$ cat config.mk
export PLATFORM = sky130hd
export DESIGN_NAME = accumulator_alu_register_execute_core
export DESIGN_NICKNAME = d
export VERILOG_FILES = /design/src/hdl/aare_pkg.sv /design/src/hdl/aare_decode.sv /design/src/hdl/aare_alu.sv /design/src/hdl/accumulator_alu_register_execute_core.sv
export SDC_FILE = /design/constraint.sdc
export NUM_CORES = 1
export LEC_CHECK = 0
export BUFFER_PORTS_ARGS = -buffer_cell sky130_fd_sc_hd__buf_2
export CORE_UTILIZATION = 50
export DETAILED_ROUTE_END_ITERATION = 8
export GPL_TIMING_DRIVEN = 0
export MAX_ROUTING_LAYER = met4
export PLACE_DENSITY = 0.76
export SLEW_MARGIN = 0
export SYNTH_ARGS = -nofsm -noshare
export SYNTH_HDL_FRONTEND = slang
export SYNTH_SLANG_ARGS = --single-unit
$ cat constraint.sdc
create_clock -name clk_i -period 7.9 [get_ports clk_i]
set_input_delay 0.395 -clock clk_i [delete_from_list [all_inputs] [get_ports clk_i]]
set_output_delay 0.395 -clock clk_i [all_outputs]
set_load 0.02 [all_outputs]
$ cat src/hdl/aare_pkg.sv
package aare_pkg;

  localparam int unsigned RegIdxW = 3;
  localparam logic [RegIdxW-1:0] RegA = 3'd7;

  localparam logic [7:0] OpNop = 8'h00;
  localparam logic [7:0] OpHlt = 8'h76;
  localparam logic [7:0] OpOut = 8'hD3;

  localparam logic [1:0] GrpLow = 2'b00;
  localparam logic [1:0] GrpMov = 2'b01;
  localparam logic [1:0] GrpAlu = 2'b10;
  localparam logic [1:0] GrpHigh = 2'b11;

  localparam logic [2:0] SrcInr = 3'd4;
  localparam logic [2:0] SrcDcr = 3'd5;
  localparam logic [2:0] SrcImm = 3'd6;

  // flag byte layout SZ0A0P1C
  localparam logic [7:0] FlagReset = 8'h02;
  localparam int unsigned FlagBitS = 7;
  localparam int unsigned FlagBitZ = 6;
  localparam int unsigned FlagBitAc = 4;
  localparam int unsigned FlagBitP = 2;
  localparam int unsigned FlagBitOne = 1;
  localparam int unsigned FlagBitCy = 0;

  typedef enum logic [2:0] {
    K_NOP,
    K_HLT,
    K_MOV,
    K_ALU,
    K_MVI,
    K_INC,
    K_OUT,
    K_BAD
  } kind_e;

  typedef enum logic [3:0] {
    M_ADD = 4'd0,
    M_ADC = 4'd1,
    M_SUB = 4'd2,
    M_SBB = 4'd3,
    M_ANA = 4'd4,
    M_XRA = 4'd5,
    M_ORA = 4'd6,
    M_CMP = 4'd7,
    M_INR = 4'd8,
    M_DCR = 4'd9
  } alu_mode_e;

  typedef struct packed {
    kind_e              kind;
    alu_mode_e          mode;
    logic [RegIdxW-1:0] dst;
    logic [RegIdxW-1:0] src;
    logic               use_imm;
    logic [1:0]         len;
  } dec_t;

endpackage

$ cat src/hdl/aare_decode.sv
module aare_decode (
  input  logic [7:0]      opcode_i,
  output aare_pkg::dec_t  dec_o
);
  import aare_pkg::*;

  logic [1:0] grp;

  assign grp = opcode_i[7:6];

  always_comb begin
    dec_o         = '0;
    dec_o.kind    = K_BAD;
    dec_o.mode    = alu_mode_e'({1'b0, opcode_i[5:3]});
    dec_o.dst     = opcode_i[5:3];
    dec_o.src     = opcode_i[2:0];
    dec_o.use_imm = 1'b0;
    dec_o.len     = 2'd0;
    unique case (grp)
      GrpMov: begin
        // HLT takes the slot of MOV M,M
        if (opcode_i == OpHlt) begin
          dec_o.kind = K_HLT;
        end else begin
          dec_o.kind = K_MOV;
        end
        dec_o.len = 2'd1;
      end
      GrpAlu: begin
        dec_o.kind = K_ALU;
        dec_o.len  = 2'd1;
      end
      GrpLow: begin
        if (opcode_i == OpNop) begin
          dec_o.kind = K_NOP;
          dec_o.len  = 2'd1;
        end else if (opcode_i[2:0] == SrcImm) begin
          dec_o.kind = K_MVI;
          dec_o.len  = 2'd2;
        end else if (opcode_i[2:0] == SrcInr) begin
          dec_o.kind = K_INC;
          dec_o.mode = M_INR;
          dec_o.len  = 2'd1;
        end else if (opcode_i[2:0] == SrcDcr) begin
          dec_o.kind = K_INC;
          dec_o.mode = M_DCR;
          dec_o.len  = 2'd1;
        end
      end
      GrpHigh: begin
        if (opcode_i == OpOut) begin
          dec_o.kind = K_OUT;
          dec_o.len  = 2'd2;
        end else if (opcode_i[2:0] == SrcImm) begin
          dec_o.kind    = K_ALU;
          dec_o.use_imm = 1'b1;
          dec_o.len     = 2'd2;
        end
      end
      default: dec_o.kind = K_BAD;
    endcase
  end

endmodule

$ cat src/hdl/aare_alu.sv
module aare_alu (
  input  aare_pkg::alu_mode_e mode_i,
  input  logic [7:0]          a_i,
  input  logic [7:0]          b_i,
  input  logic                cy_i,
  output logic [7:0]          res_o,
  output logic [7:0]          flags_o
);
  import aare_pkg::*;

  logic       cin;
  logic [8:0] sum;
  logic [8:0] diff;
  logic [4:0] nsum;
  logic [4:0] ndiff;
  logic       cy;
  logic       ac;

  assign cin = ((mode_i == M_ADC) || (mode_i == M_SBB)) ? cy_i : 1'b0;

  assign sum   = {1'b0, a_i} + {1'b0, b_i} + {8'b0, cin};
  assign diff  = {1'b0, a_i} - {1'b0, b_i} - {8'b0, cin};
  assign nsum  = {1'b0, a_i[3:0]} + {1'b0, b_i[3:0]} + {4'b0, cin};
  // bit 4 set means the low nibble borrowed
  assign ndiff = {1'b0, a_i[3:0]} - {1'b0, b_i[3:0]} - {4'b0, cin};

  always_comb begin
    res_o = a_i;
    cy    = 1'b0;
    ac    = 1'b0;
    case (mode_i)
      M_ADD, M_ADC: begin
        res_o = sum[7:0];
        cy    = sum[8];
        ac    = nsum[4];
      end
      M_SUB, M_SBB, M_CMP: begin
        res_o = diff[7:0];
        cy    = diff[8];
        ac    = ndiff[4];
      end
      M_ANA: begin
        res_o = a_i & b_i;
        ac    = 1'b1;
      end
      M_XRA: res_o = a_i ^ b_i;
      M_ORA: res_o = a_i | b_i;
      // INR/DCR work on b_i and keep carry
      M_INR: begin
        res_o = b_i + 8'd1;
        cy    = cy_i;
        ac    = (b_i[3:0] == 4'hF);
      end
      M_DCR: begin
        res_o = b_i - 8'd1;
        cy    = cy_i;
        ac    = (b_i[3:0] == 4'h0);
      end
      default: res_o = a_i;
    endcase
  end

  always_comb begin
    flags_o             = '0;
    flags_o[FlagBitS]   = res_o[7];
    flags_o[FlagBitZ]   = (res_o == 8'h00);
    flags_o[FlagBitAc]  = ac;
    flags_o[FlagBitP]   = ~^res_o;
    flags_o[FlagBitOne] = 1'b1;
    flags_o[FlagBitCy]  = cy;
  end

endmodule

$ cat src/hdl/accumulator_alu_register_execute_core.sv
// Accumulator ALU register-execute core.
// Input channel (in_valid_i/in_ready_o) takes one instruction word per
// handshake: opcode_byte_i and immediate_byte_i. Output channel
// (out_valid_o/out_ready_i) returns one result word per instruction:
// accumulator and flags after it, instruction length, an OUT port write
// event, and the halted/bad-opcode status.
// The input handshake loads the input register; the execute stage then
// writes state and the result register once the result register is free.
// Throughput: 1 instruction per cycle while the receiver does not stall;
// the register file and flags update in the execute stage, so the next
// instruction sees them with no bubble.
// Reset clears registers B..A to zero, flags to 0x02 and starts running.
// After HLT or an undefined opcode every later word reports halted with
// length 0 and leaves the state untouched.
// When the receiver stalls, the result register holds; the input register
// takes one more word, keeps it, and in_ready_o stays low until the output
// moves again.
module accumulator_alu_register_execute_core (
  input  logic       clk_i,
  input  logic       rst_ni,
  input  logic       in_valid_i,
  output logic       in_ready_o,
  input  logic [7:0] opcode_byte_i,
  input  logic [7:0] immediate_byte_i,
  output logic       out_valid_o,
  input  logic       out_ready_i,
  output logic [7:0] accumulator_o,
  output logic [7:0] flag_byte_o,
  output logic [1:0] insn_length_o,
  output logic       port_write_o,
  output logic [7:0] port_addr_o,
  output logic [7:0] port_data_o,
  output logic       halted_o,
  output logic       bad_opcode_o
);
  import aare_pkg::*;

  // input register
  logic       iv_q;
  logic [7:0] op_q, imm_q;

  // architectural state
  logic [7:0] regs_q [8];
  logic [7:0] regs_d [8];
  logic [7:0] flags_q, flags_d;
  logic       run_q, run_d;

  // result register
  logic       ov_q;
  logic [7:0] acc_q, acc_d, flg_q, pn_q, pn_d, pd_q, pd_d;
  logic [1:0] len_q, len_d;
  logic       pw_q, pw_d, halt_q, bad_q, bad_d;

  logic               fire;
  dec_t               dec;
  logic [RegIdxW-1:0] rd_idx;
  logic [7:0]         rd_val;
  logic [7:0]         operand;
  logic [7:0]         alu_res, alu_flags;

  assign fire       = iv_q && (!ov_q || out_ready_i);
  assign in_ready_o = !iv_q || fire;

  aare_decode u_dec (
    .opcode_i (op_q),
    .dec_o    (dec)
  );

  // one indexed data read port (A is read directly): INR/DCR read dst, everything else src
  assign rd_idx  = (dec.kind == K_INC) ? dec.dst : dec.src;
  assign rd_val  = regs_q[rd_idx];
  assign operand = dec.use_imm ? imm_q : rd_val;

  aare_alu u_alu (
    .mode_i  (dec.mode),
    .a_i     (regs_q[RegA]),
    .b_i     (operand),
    .cy_i    (flags_q[FlagBitCy]),
    .res_o   (alu_res),
    .flags_o (alu_flags)
  );

  always_comb begin
    regs_d  = regs_q;
    flags_d = flags_q;
    run_d   = run_q;
    len_d   = 2'd0;
    pw_d    = 1'b0;
    pn_d    = 8'h00;
    pd_d    = 8'h00;
    bad_d   = 1'b0;
    if (run_q) begin
      len_d = dec.len;
      unique case (dec.kind)
        K_NOP: ;
        K_HLT: run_d = 1'b0;
        K_MOV: regs_d[dec.dst] = rd_val;
        K_MVI: regs_d[dec.dst] = imm_q;
        K_INC: begin
          regs_d[dec.dst] = alu_res;
          flags_d         = alu_flags;
        end
        K_ALU: begin
          flags_d = alu_flags;
          if (dec.mode != M_CMP) begin
            regs_d[RegA] = alu_res;
          end
        end
        K_OUT: begin
          pw_d = 1'b1;
          pn_d = imm_q;
          pd_d = regs_q[RegA];
        end
        K_BAD: begin
          run_d = 1'b0;
          bad_d = 1'b1;
        end
        default: ;
      endcase
    end
    acc_d = regs_d[RegA];
  end

  always_ff @(posedge clk_i or negedge rst_ni) begin
    if (!rst_ni) begin
      iv_q <= 1'b0;
    end else if (in_ready_o) begin
      iv_q <= in_valid_i;
    end
  end

  always_ff @(posedge clk_i) begin
    if (in_ready_o && in_valid_i) begin
      op_q  <= opcode_byte_i;
      imm_q <= immediate_byte_i;
    end
  end

  always_ff @(posedge clk_i or negedge rst_ni) begin
    if (!rst_ni) begin
      for (int i = 0; i < 8; i++) begin
        regs_q[i] <= 8'h00;
      end
      flags_q <= FlagReset;
      run_q   <= 1'b1;
    end else if (fire) begin
      regs_q  <= regs_d;
      flags_q <= flags_d;
      run_q   <= run_d;
    end
  end

  always_ff @(posedge clk_i or negedge rst_ni) begin
    if (!rst_ni) begin
      ov_q <= 1'b0;
    end else if (fire) begin
      ov_q <= 1'b1;
    end else if (out_ready_i) begin
      ov_q <= 1'b0;
    end
  end

  always_ff @(posedge clk_i) begin
    if (fire) begin
      acc_q  <= acc_d;
      flg_q  <= flags_d;
      len_q  <= len_d;
      pw_q   <= pw_d;
      pn_q   <= pn_d;
      pd_q   <= pd_d;
      halt_q <= !run_d;
      bad_q  <= bad_d;
    end
  end

  assign out_valid_o   = ov_q;
  assign accumulator_o = acc_q;
  assign flag_byte_o   = flg_q;
  assign insn_length_o = len_q;
  assign port_write_o  = pw_q;
  assign port_addr_o   = pn_q;
  assign port_data_o   = pd_q;
  assign halted_o      = halt_q;
  assign bad_opcode_o  = bad_q;

endmodule

==> results of run 1 <==
[cell type report]
class                   instances  area share
clock buffers                  20      0.0482
plain buffers                  46      0.0211
repair buffers                 61      0.0378
multi-input cells             649       0.454
well taps                     216      0.0292
flip-flops and latches        128       0.375
clock inverters                12      0.0142
inverters                      53      0.0215
[per-layer routing]
metal / track usage / up-vias / wire length, microns
met1: 0.414 / 3474 / 10500
met2: 0.470 / 279 / 10800
met3: 0.0624 / 65 / 1590
met4: 0.139 / 0 / 997
li1: - / 3308 / -
met5: - / - / 0
[synthesized netlist by cell type (5+ instances only)]
cell	instances	area (sq um)
a31oi_1	10	62.6
o21ai_0	66	330
mux2i_1	16	160
o21bai_1	6	45.0
edfxtp_1	53	1590
a21o_1	8	60.1
o211ai_1	12	90.1
fa_1	5	100
and2_1	28	175
o21ai_1	6	30.0
o22ai_1	9	56.3
xnor2_1	14	123
nor3_1	7	35.0
nor2_1	82	308
nand4_1	5	31.3
and3_1	10	62.6
clkbuf_1	36	135
nand3_1	25	125
a21oi_1	80	400
o21a_1	5	37.5
a211oi_1	14	105
buf_2	5	25.0
dfrtp_1	73	1830
nor2b_1	5	31.3
nand2_1	91	342
a22oi_1	8	60.1
inv_1	51	191
ha_1	45	563
a22o_1	6	52.6
nand2b_1	13	81.3
[stage by stage]
step / setup slack, ns / util / hold WS, ns / power [mW] / cells
after detailed placement: 0.824 / 0.548 / 0.349 / 1.91 / 1152
after global routing: 0.142 / 0.586 / 0.127 / 2.86 / 1185
after floorplan: 2.12 / - / 0.0994 / 1.62 / 876
after CTS: 0.773 / 0.585 / 0.130 / 2.69 / 1185
final: 0.661 / 0.586 / 0.141 / 2.70 / 1185
after global placement: 0.827 / 0.545 / 0.463 / 1.89 / 1150
[cell usage in the layout (no fill, tap or decap), types with 4 or more instances in the layout]
cell type  netlist  layout
dfrtp_1         73      73
nor2_1          82      82
nor2b_1          5       5
a21o_1           8       8
o21a_1           5       5
o31ai_1          4       4
nand2_1         91      91
o21ai_0         66      66
a21oi_1         80      80
nor3_1           7       7
a22o_1           6       6
and2_1          28      28
fa_1             5       5
clkbuf_1        36      37
nand2b_1        13      13
nand3_1         25      25
o22ai_1          9       9
a31oi_1         10      10
and3_1          10      10
mux2i_1         16      16
o21ai_1          6       6
buf_2            5      62
o21bai_1         6       6
o211ai_1        12      12
nand4_1          5       5
xnor2_1         14      14
a211oi_1        14      14
inv_1           51      51
or3_1            4       4
a22oi_1          8       8
ha_1            45      45
a221oi_1         4       4
clkbuf_16        0      17
edfxtp_1        53      53
[kinds of logic after synthesis]
kind of cell / share of synthesized area
XOR/XNOR: 0.0185
AND/OR/NAND/NOR: 0.181
AO/OA/AOI/OAI: 0.215
buffers and inverters: 0.0487
multiplexers: 0.0241
adder cells (fa/ha/maj): 0.0823
flip-flops: 0.431
[critical path: stages, from the launching register on]
cell	delay, ns
edfxtp_1	0.44
inv_1	0.11
ha_1	0.14
buf_2	0.20
or4b_4	0.52
o21ai_2	0.49
buf_2	0.33
buf_2	0.26
nand2_1	0.08
nand3_1	0.08
a31oi_1	0.16
a21oi_1	0.66
inv_1	0.26
fa_1	0.48
nand2b_1	0.17
a21oi_1	0.32
o21bai_1	0.10
a21oi_1	0.24
xnor2_1	0.17
o221ai_1	0.12
a211oi_1	0.74
a21oi_1	0.36
nor2_1	0.48
o21ai_0	0.17
[power by group through the flow]
stage          logic, mW  registers [mW]  clock network [mW]
6_report           0.982           0.942               0.775
3_5_place_dp       0.962           0.948                   0
4_1_cts            0.971           0.937               0.782
2_1_floorplan      0.675           0.943                   0
3_3_place_gp       0.942           0.945                   0
5_1_grt             1.09           0.956               0.814
[worst paths after layout]
path                       slack (ns)  depth (start not counted)                          to
setup / recovery                 0.66                         23                   flip-flop
hold / removal                   0.14                          1                     op_q[0]
setup reg to reg                 0.66                         23                   flip-flop
hold reg to reg                  0.48                          2                   flip-flop
max in group asynchronous        6.85                          3                       run_q
min in group asynchronous        0.44                          2  asynchronous set/reset pin
==> qor.tcl, run 1 <==
set qor(status) {complete, no violations}
set qor(tns_ns) 0
set qor(cts_hold_buffers) 1
set qor(skew_ns) 0.0155
set qor(fmax_mhz) 138
set qor(first_global_vias) 6766
set qor(switching_share) 0.376
set qor(drv_cap) 0
set qor(fill_cells) 1413
set qor(grt_setup_unrepaired) {no}
set qor(clock_tree.htree_level_count) 4
set qor(post_route_cells_drive_above_1_share) 0.130
set qor(worstPathRequired_ns) 8.18
set qor(min_period_ns) 7.24
set qor(final-max-slew-violation-count) 0
set qor(chipHeight_microns) 129
set qor(cp_data_arrival_time_ns) 7.52
set qor(pin_count) 59
set qor(mappedNetlistNets) 946
set qor(n_antenna_cell) 0
set qor(initial_core_utilization) 0.509
set qor(grt_util_all_layers) 0.314
set qor(numClockSinks) 128
set qor(horizontal_die_dimension_microns) 129
set qor(finalHoldViolations) 0
set qor(final_nets) 1026
set qor(fp-row-count) 46
set qor(clockBufferDepth) 2
set qor(synthCells) 876
set qor(synth_edf_count) 53
set qor(crit_path_class) {reg2reg}
set qor(worst_slew_pin_slew_ns) 1.08
set qor(timing.critical_path.from) {op_q[6]}
set qor(yosysSeqAreaShare) 0.431
set qor(cts_tree) {built}
set qor(power_frac_comb) 0.364
set qor(p_int_mw) 1.69
set qor(ys_warn_count) 0
set qor(share_clk_of_total_power) 0.287
set qor(worstSetupStartpointType) {flip-flop}
set qor(first_iter_violations) 619
set qor(min_path_type) {in2reg}
set qor(grt_first_pass_wirelength_microns) 37500
set qor(multi_input_logic_area_sq_um) 4200
set qor(max-slew-margin-rel) 0.275
set qor(globalRouteOverflowTotal) 0
set qor(antenna_found_initial) 0
set qor(route.detailed.wl_per_inst_microns) 20.1
set qor(hold_start) {opcode_byte_i[0]}
set qor(detail_route.vias_per_cell) 6.01
set qor(placed_standard_cell_area_sq_um) 8670
set qor(post_synth_num_cell_types) 78
set qor(routed_wl_microns) 23800
set qor(clk_pin_slew_ns) 0.06
set qor(synth_top_flop_cell) {dfrtp_1}
set qor(seq_area_sq_um) 3470
set qor(drt_pass1_iterations) 7
set qor(power_frac_seq) 0.349
set qor(setup_violations) 0
set qor(clk-insertion-delay-late_ns) 0.43
set qor(die-area_sq_um) 16600
set qor(grt_max_degree) 49
set qor(route.detailed.drc) 0
set qor(cts_setup_buffers) 0
set qor(core_area_sq_um) 15800
set qor(cts_resized) 0
set qor(vdd_drop_max_v) 0.000162
set qor(detailed_place_hpwl_microns) 17600
set qor(leakagePower_nw) 3.98
set qor(port_buffers) 58
set qor(ctsRootBufferMaster) {clkbuf_16}
set qor(critPathCaptureType) {flip-flop}
set qor(synth_area_sq_um) 8060
set qor(area_growth_syn_to_layout_pct) 15.0
set qor(min_period_over_period) 0.916
set qor(synth_area_per_cell_sq_um) 9.20
set qor(ant_nets) 0
set qor(worst_flop_to_flop_path_startpoint) {op_q[6]}
set qor(final_design_area_no_fill_sq_um) 9270
set qor(switchingPower_mw) 1.01
set qor(routabilityCongestion) 1.00
set qor(cellPowerDensity_nw_per_um2) 291
set qor(synth-seq-cells) 128
set qor(cp_max_fo) 10
set qor(numCtsBuffers) 17
set qor(postSynth.asyncResetShare) 0.586
set qor(detailroute.via_count) 7126
Power figures use the tool's default switching activity.
==> run 2: changes to the inputs <==
- REMOVE_ABC_BUFFERS: unset -> 1
==> qor.tcl, run 2 (synthesized netlist as in run 1, its figures left out) <==
set qor(status) {complete, no violations}
set qor(vdd_drop_max_v) 0.000160 ;# -1.4%
set qor(r2r_cells) 21 ;# -8.7%
set qor(drv_cap) 0 ;# unchanged
set qor(worst_flop_to_flop_path_startpoint) {op_q[6]}
set qor(max-slew-margin-rel) 0.218 ;# -0.0574
set qor(timing.critical_path.from) {op_q[6]}
set qor(globalRouteOverflowTotal) 0 ;# unchanged
set qor(die-area_sq_um) 16600 ;# unchanged
set qor(clockBufferDepth) 2 ;# unchanged
set qor(clk-insertion-delay-late_ns) 0.42 ;# about the same
set qor(cp_data_arrival_time_ns) 7.68 ;# +0.16 ns
set qor(numCtsBuffers) 17 ;# unchanged
set qor(setup_violations) 0 ;# unchanged
set qor(drt_pass1_iterations) 7 ;# unchanged
set qor(numClockSinks) 128 ;# unchanged
set qor(finalHoldWorstSlack_ns) 0.143 ;# +0.00200 ns
set qor(grt_setup_unrepaired) {no}
set qor(worst_hold_path.endpoint) {imm_q[0]}
set qor(regToRegEndpoint) {accumulator_o[6]}
set qor(cts_tree) {built}
set qor(tns_ns) 0 ;# unchanged
set qor(finish.utilization) 0.574 ;# -0.0119
set qor(port_buffers) 58 ;# unchanged
set qor(worstSetupStartpointType) {flip-flop}
set qor(detail_route.vias_per_cell) 5.99 ;# -0.34%
set qor(worst_slew_pin_slew_ns) 1.17 ;# +0.0868 ns
set qor(initial_core_utilization) 0.509 ;# unchanged
set qor(fmax_mhz) 133 ;# -4.0%
set qor(skew_ns) 0.0161 ;# +0.000633 ns
set qor(final-max-slew-violation-count) 0 ;# unchanged
set qor(routabilityCongestion) 0.970 ;# -3.2%
set qor(critPathCaptureType) {flip-flop}
set qor(route.detailed.wl_per_inst_microns) 19.5 ;# -3.0%
set qor(detailed_place_hpwl_microns) 16000 ;# -9.1%
set qor(cellPowerDensity_nw_per_um2) 288 ;# -1.2%
set qor(fin_total_pwr_mw) 2.61 ;# -3.2%
set qor(hold_start) {immediate_byte_i[0]}
set qor(ant_nets) 0 ;# unchanged
set qor(cts_setup_buffers) 0 ;# unchanged
set qor(area_growth_syn_to_layout_pct) 12.6
set qor(cell_depth_of_the_worst_min_delay_path) 1 ;# unchanged
set qor(detailroute.via_count) 6844 ;# -4.0%
set qor(min_path_type) {in2reg}
set qor(fp-row-count) 46 ;# unchanged
set qor(routed_wl_microns) 22300 ;# -6.5%
set qor(clock_tree.htree_level_count) 4 ;# unchanged
set qor(cp_max_fo) 19 ;# +9
set qor(final_nets) 983 ;# -4.2%
set qor(first_global_vias) 6381 ;# -5.7%
set qor(chipHeight_microns) 129 ;# unchanged
set qor(worst-r2r-setup-slack_ns) 0.36 ;# -0.30 ns
set qor(n_antenna_cell) 0 ;# unchanged
set qor(finalHoldViolations) 0 ;# unchanged
set qor(grt_util_all_layers) 0.288 ;# -0.0266
set qor(core_area_sq_um) 15800 ;# unchanged
set qor(fill_cells) 1375 ;# -2.7%
set qor(antenna_found_initial) 0 ;# unchanged
set qor(crit_path_class) {reg2reg}
set qor(grt_max_degree) 43 ;# -12%
set qor(min_period_over_period) 0.955 ;# +0.0383
set qor(final_cell_mix) {nand2_1, nor2_1, a21oi_1, dfrtp_1, o21ai_0}
set qor(min_period_ns) 7.54 ;# +0.303 ns
set qor(grt_first_pass_wirelength_microns) 34600 ;# -7.7%
set qor(layout.cells.most_common) {nand2_1}
set qor(leakagePower_nw) 3.88 ;# -2.4%
set qor(first_iter_violations) 672 ;# +8.6%
set qor(horizontal_die_dimension_microns) 129 ;# unchanged
set qor(post_route_cells_drive_above_1_share) 0.136 ;# +0.00604
set qor(worstPathRequired_ns) 8.03 ;# -0.15 ns
set qor(route.detailed.drc) 0 ;# unchanged
set qor(clk_pin_slew_ns) 0.06 ;# about the same
set qor(ctsRootBufferMaster) {clkbuf_16}
set qor(pin_count) 59 ;# unchanged
run 2: layout make-up:
type / instances / area, sq um / area share
flip-flops and latches: 128 / 3470 / 0.382
repair buffers: 64 / 373 / 0.0411
clock buffers: 19 / 443 / 0.0488
multi-input cells: 649 / 4230 / 0.466
inverters: 53 / 199 / 0.0219
clock inverters: 13 / 90.1 / 0.00992
well taps: 216 / 270 / 0.0298
run 2: critical path, stage by stage (launching register included):
cell	delay, ns
edfxtp_1	0.44
inv_1	0.11
ha_1	0.38
or4b_4	0.57
or3_1	0.52
a2bb2oi_4	0.52
a211oi_1	0.10
a311oi_1	0.27
a31oi_1	0.15
a21oi_1	0.64
inv_1	0.26
fa_1	0.47
nand2b_1	0.17
a21oi_1	0.32
o21bai_1	0.11
a21oi_1	0.25
xnor2_1	0.17
o221ai_1	0.13
a211oi_1	0.70
a21oi_1	0.37
o211ai_1	0.41
o211ai_1	0.18
run 2: worst max-delay path by stage:
stage / cells after the start / slack (ns) / end
finish: 21 / 0.36 / accumulator_o[6]
global placement: 20 / 0.53 / accumulator_o[6]
floorplan: 23 / 1.87 / flag_byte_o[2]
CTS: 21 / 0.50 / accumulator_o[6]
global route: 21 / 0.01 / accumulator_o[6]
detailed placement: 21 / 0.57 / accumulator_o[6]
run 2: report_power, final:
group          internal [mW]  switching (mW)
combinational          0.368           0.595
sequential             0.840           0.108
clock                  0.408           0.295
run 2: metrics by stage:
stage,area [sq um],setup slack (ns),instances
final,9080,0.358,1142
after global routing,9080,0.0127,1142
after CTS,9070,0.504,1142
after detailed placement,8520,0.573,1109
after global placement,8430,0.533,1104
after floorplan,7870,1.87,830
run 2: per-layer routing:
| layer | vias up | share of wire | GRT usage |
|---|---|---|---|
| li1 | 3223 | - | - |
| met1 | 3235 | 0.43 | 0.382 |
| met2 | 331 | 0.45 | 0.425 |
| met3 | 55 | 0.082 | 0.0570 |
| met4 | 0 | 0.036 | 0.129 |
| met5 | - | 0 | - |
run 2: repair_timing:
item / 4_1_cts / 5_1_grt
resized for setup: 0 / 1
setup endpoints to repair: 0 / 10
hold buffers: 1 / 0
hold endpoints to repair: 33 / 0
